===== config.mk =====
export PLATFORM = sky130hd
export DESIGN_NAME = gmd_front
export DESIGN_NICKNAME = d
export VERILOG_FILES = /design/src/rtl/core/gmd_pkg.sv /design/src/rtl/core/gmd_front.sv
export SDC_FILE = /design/constraint.sdc
export NUM_CORES = 1
export LEC_CHECK = 0
export ABC_AREA = 1
export BUFFER_PORTS_ARGS = -buffer_cell sky130_fd_sc_hd__buf_4
export CORE_UTILIZATION = 45
export DETAILED_ROUTE_END_ITERATION = 16
export GPL_TIMING_DRIVEN = 0
export HOLD_SLACK_MARGIN = 0.05
export PLACE_DENSITY = 0.8
export SLEW_MARGIN = 40
export SYNTH_ARGS = -nofsm -noshare
export SYNTH_HDL_FRONTEND = slang
export SYNTH_SLANG_ARGS = --single-unit

===== constraint.sdc =====
create_clock -name aclk -period 26.8 [get_ports aclk]
set_clock_uncertainty 0.05 [all_clocks]
set_input_delay 4.02 -clock aclk [delete_from_list [all_inputs] [get_ports aclk]]
set_output_delay 4.02 -clock aclk [all_outputs]
set_load 0.01 [all_outputs]

===== src/rtl/core/gmd_pkg.sv =====
// Shared types and constants of the gravity motion derivative block.
package gmd_pkg;

    // c in mm/ns as a Q16.16 code
    localparam logic [63:0] LIGHT_SPEED_Q16 = 64'd19647199;
    localparam logic [47:0] NEUTRON_MASS_Q32 = 48'd4035400947466;

    localparam logic [1:0] STAT_COMPUTED = 2'd0;
    localparam logic [1:0] STAT_SKIPPED  = 2'd1;
    localparam logic [1:0] STAT_ZERO_MOM = 2'd2;

    localparam logic [1:0] CFG_CHARGE = 2'd0;
    localparam logic [1:0] CFG_MASS   = 2'd1;

    typedef struct packed {
        logic signed [47:0] mom_x;
        logic signed [47:0] mom_y;
        logic signed [47:0] mom_z;
        logic signed [31:0] field_x;
        logic signed [31:0] field_y;
        logic signed [31:0] field_z;
        logic [1:0]         status;
    } gmd_item_t;

    typedef enum logic [1:0] {
        AR_MUL,
        AR_DIV,
        AR_SQRT,
        AR_CDIV
    } ar_op_t;

    typedef struct packed {
        ar_op_t       op;
        logic [127:0] a;
        logic [63:0]  b;
    } ar_req_t;

    typedef enum logic [3:0] {
        BK_IDLE,
        BK_P2,
        BK_SQP,
        BK_DIR,
        BK_MM,
        BK_SQE,
        BK_XM,
        BK_XD,
        BK_FM,
        BK_FD,
        BK_T1,
        BK_T2,
        BK_OUT
    } bk_state_t;

endpackage


===== src/rtl/core/gmd_front.sv =====
// Front end: takes input items, classifies them and queues them for the back end.
module gmd_front (
    input  logic              aclk,
    input  logic              aresetn,
    input  logic              s_tvalid,
    output logic              s_tready,
    input  logic [239:0]      s_tdata,
    input  logic [4:0]        charge,
    input  logic [47:0]       mass,
    output logic              q_valid,
    input  logic              q_ready,
    output gmd_pkg::gmd_item_t q_item
);

    gmd_pkg::gmd_item_t fifo_reg [2];
    logic       wr_ptr_reg, wr_ptr_next;
    logic       rd_ptr_reg, rd_ptr_next;
    logic [1:0] count_reg, count_next;
    gmd_pkg::gmd_item_t in_item;
    logic push, pop;

    always_comb begin
        in_item.mom_x   = s_tdata[47:0];
        in_item.mom_y   = s_tdata[95:48];
        in_item.mom_z   = s_tdata[143:96];
        in_item.field_x = s_tdata[175:144];
        in_item.field_y = s_tdata[207:176];
        in_item.field_z = s_tdata[239:208];
        if (charge != 5'd0 || mass == 48'd0) begin
            in_item.status = gmd_pkg::STAT_SKIPPED;
        end else if (s_tdata[143:0] == 144'd0) begin
            in_item.status = gmd_pkg::STAT_ZERO_MOM;
        end else begin
            in_item.status = gmd_pkg::STAT_COMPUTED;
        end
    end

    assign s_tready = (count_reg != 2'd2);
    assign q_valid  = (count_reg != 2'd0);
    assign q_item   = fifo_reg[rd_ptr_reg];
    assign push     = s_tvalid && s_tready;
    assign pop      = q_valid && q_ready;

    always_comb begin
        wr_ptr_next = push ? ~wr_ptr_reg : wr_ptr_reg;
        rd_ptr_next = pop ? ~rd_ptr_reg : rd_ptr_reg;
        count_next  = count_reg + {1'b0, push} - {1'b0, pop};
    end

    always_ff @(posedge aclk) begin
        if (!aresetn) begin
            wr_ptr_reg <= 1'b0;
            rd_ptr_reg <= 1'b0;
            count_reg  <= 2'd0;
        end else begin
            wr_ptr_reg <= wr_ptr_next;
            rd_ptr_reg <= rd_ptr_next;
            count_reg  <= count_next;
        end
    end

    always_ff @(posedge aclk) begin
        if (push) begin
            fifo_reg[wr_ptr_reg] <= in_item;
        end
    end

endmodule


Yosys cells after proc, flatten, opt, wreduce, memory -nomap -nowiden
Memory sizes are Yosys's and may differ from the RTL's. A register that Yosys moved wholly into a read port is not among the register bits.
Cells that the tools add are included.
{"block": "totals", "out_inout_bits": 244, "reg_bits": 4, "in_bits": 297, "ram_bits": 484, "n_memories": 1, "word_cells": 22}
{"memory": "fifo_reg", "depth": 2, "width": 242, "read_ports": 1, "rd_clocked_by_memory_dff": 1, "wr": 1, "line_no": "gmd_front.sv:15", "rtl": "gmd_pkg::gmd_item_t fifo_reg [2];"}
{"block": "classes", "addsub": 2, "bitwise": 2, "n_mux": 6, "reduce_logical": 7, "n_eq_ne": 1}
{"cell": "$logic_not A144 Y1", "n": 1}
{"cell": "$logic_not A48 Y1", "n": 1}
{"cell": "$reduce_bool A5 Y1", "n": 1}
{"cell": "$mux W1", "n": 4}
{"cell": "$mux W2", "n": 2}
{"cell": "$add A2 B1 Y2", "n": 1}
{"cell": "$logic_and A1 B1 Y1", "n": 2}
{"cell": "$ne A2 B2 Y1 const B", "n": 1}
{"cell": "$not A1 Y1", "n": 2}
{"cell": "$reduce_bool A2 Y1", "n": 1}
{"cell": "$sub A2 B1 Y2", "n": 1}
{"cell": "$logic_or A1 B1 Y1", "n": 1}

Longest topological paths before layout
{"block": "depth", "word_depth": 4, "depth_mapped": 10, "depth_no_buf": 10}

Worst setup path after synthesis
No wires, ideal clock.
{"block": "synth_timing", "kind": "input to register", "startpoint": "input port s_tvalid", "endpoint": "memory fifo_reg[0][0] in the netlist's numbering (enable)", "path_slack_ns": 11.743, "path_buffers": 0, "t_required_ns": 25.901, "setup_time_ns": 0.849, "cell_stages": 2, "arrival_ns": 14.158, "path_cell_list": "nand2_1 -> nor2_1"}
{"block": "synth_via", "elab_chain_cells": 3}
{"item": "start, declared", "line_no": "gmd_front.sv:5", "rtl": "input logic s_tvalid,"}
{"item": "$logic_and A1 B1 Y1", "line_no": "gmd_front.sv:41", "rtl": "assign push = s_tvalid && s_tready;"}
{"item": "$mux W1", "line_no": "gmd_front.sv:63", "rtl": "if (push) begin"}
{"item": "$mux W1 (implied by the code)", "line_no": "gmd_front.sv:64", "rtl": "fifo_reg[wr_ptr_reg] <= in_item;"}
{"item": "end, declared", "line_no": "gmd_front.sv:15"}
No other way between the ends.

==> reports/metrics.cfg <==
[sta]
setup_slack_ps = 20730
rsz0062_at_grt = false
setup_violations = 0
fmax_mhz = 165
worst_pin_slew_ps = 293
finalHoldViolCount = 0
drv_slew = 0
fin_crit_sh_pct = 22.7
tns_ps = 0
maxSlewHeadroom_pct = 80.4
period_minus_slack_ps = 6070

[floorplanning]
start_util_pct = 45.6
core-area_um2 = 41900
die_width_um = 208
dieArea_um2 = 43200
die_height_um = 208
io_pins = 541
rows = 75

[routing]
vias = 10600
drc = 0
wl_per_cell_um = 21.0
ant_nets = 0
routed_wirelength_um = 45200
drt_iter0_drc = 479
drt-pass1-iter-count = 7
via_per_inst = 4.94

[outcome]
status = completed

[final_layout]
drive_gt1_share_pct = 56.7
largest_reg_flops = 484
nNetsFinal = 1867
area_growth_pct = 36.8
nFillCells = 2900

[cts]
cts_sinks = 489
cts_tree = done
cts.path.max_buffers = 3
cts_buffers = 49
htreeDepth = 2
cts_root_buffer = clkbuf_16
hold_buffers = 0
ctsResizeCount = 0
clk_pin_slew_ps = 60
clock_latency_ps = 560
postCtsSetupBuffers = 0

[power_and_ir_drop]
ir_worst_vdd_uv = 75.3
cellLeakagePower_uw = 0.0102
fin_total_pwr_uw = 2370
power_density_nw_per_um2 = 90.9

[worst_setup_path]
cp.required_ps = 22730
path_max_fanout = 10
start_kind = register
cp.arrival_ps = 2000
cp-end-kind = output port
crit_type = reg -> out

[placed_design]
dpl.hpwl_um = 34200
port_buffers = 540
gp_congestion = 0.889
pre_cts_ws_ps = 20770

[global_routing]
antenna_found_initial = 4
grtUsageMet2_pct = 37.8
overflow = 0
grt_usage_pct = 20.5
grt_use_met3_pct = 5.07
grt_pass1_wl_um = 66400
grt-busiest-layer = met2
use_met1_pct = 22.3
grt_max_degree = 21
grt_pass1_vias = 11300

[synthesis]
synth_edf_count = 484
netlist_instances = 946
ys.flop_type = edfxtp_1
ys_ff_latch = 489
avgSynthCellArea_um2 = 20.2
syn_nets = 1245
yosysWarnings = 0
synth_seq_area_share_pct = 76.7
synth-async-reset-ratio_pct = 0
synth.cell_area_um2 = 19100
ys_types = 17

[run]
maxCapViolations = 0

[worst_hold_path]
hold_path_class = reg -> reg

-- metal layers --
metal  vias up  wire [um]
li1       4905          -
met2       410      24400
met4         0       1680
met3        94       2980
met5         -          0
met1      5229      16100
-- logic make-up after synthesis --
family	count (synthesis)	synth area share [%]
AO/OA/AOI/OAI	7	0.184
XOR/XNOR	1	0.0459
adder cells (fa/ha/maj)	2	0.131
buffers and inverters	33	1.51
flip-flops	489	76.7
multiplexers	242	17.8
AND/OR/NAND/NOR	172	3.61
-- worst paths after layout --
kind / from / to / slack [ps] / cells past startpoint
setup / recovery: register / q_item[156] / 20730 / 5
hold / removal: rd_ptr_reg$_SDFFE_PN0P_ / register / 400 / 1
setup reg to reg: count_reg[0]$_SDFF_PN0_ / fifo_reg[0][153]$_DFFE_PP_ / 24420 / 10
hold reg to reg: rd_ptr_reg$_SDFFE_PN0P_ / register / 400 / 1
-- area by class of cell --
type | count | area, um^2 | area share [%]
well taps | 539 | 674 | 2.58
clock buffers | 66 | 1340 | 5.14
plain buffers | 27 | 267 | 1.02
inverters | 6 | 22.5 | 0.0863
repair buffers | 571 | 4740 | 18.2
multi-input cells | 424 | 4170 | 16.0
diodes | 5 | 12.5 | 0.0479
clock inverters | 25 | 239 | 0.915
flip-flops and latches | 489 | 14600 | 56.0
-- cell usage in the layout, fill, tap and decap left out, types with 8 or more instances in the layout --
| cell | count |
|---|---|
| buf_16 | 18 |
| buf_4 | 540 |
| buf_6 | 21 |
| buf_8 | 13 |
| clkbuf_1 | 14 |
| clkbuf_16 | 51 |
| clkinv_1 | 8 |
| edfxtp_1 | 484 |
| mux2_2 | 62 |
| mux2_4 | 180 |
| nand2_1 | 36 |
| nand4_1 | 14 |
| nor2_1 | 116 |
-- critical path, stage by stage, from the launching register on --
cell     delay, ps
dfxtp_1        330
buf_6          150
buf_6          200
buf_6          250
mux2_4         320
buf_4          160
-- cell usage after synthesis, types with 3 or more instances --
cell type / count / area share (%)
a21oi_1: 4 / 0.10
buf_2: 6 / 0.16
buf_6: 21 / 1.2
dfxtp_1: 5 / 0.52
edfxtp_1: 484 / 76
inv_1: 6 / 0.12
mux2_2: 62 / 3.7
mux2_4: 180 / 14
nand2_1: 36 / 0.71
nand4_1: 14 / 0.46
nor2_1: 118 / 2.3
o21ai_0: 3 / 0.079
-- where the power goes --
part	switching, uW	internal (uW)
Clock	281	391
Sequential	25.7	971
Combinational	319	385
Total	626	1750
-- stage by stage --
step	area [um^2]	cells	hold WS (ps)	util (%)
after floorplan	19100	946	375	-
after global placement	23800	2025	385	56.9
after detailed placement	24500	2056	403	58.6
after CTS	26100	2147	406	62.4
after global routing	26100	2151	458	62.4
final	26100	2152	405	62.4
(Power assumes the default switching activity.)
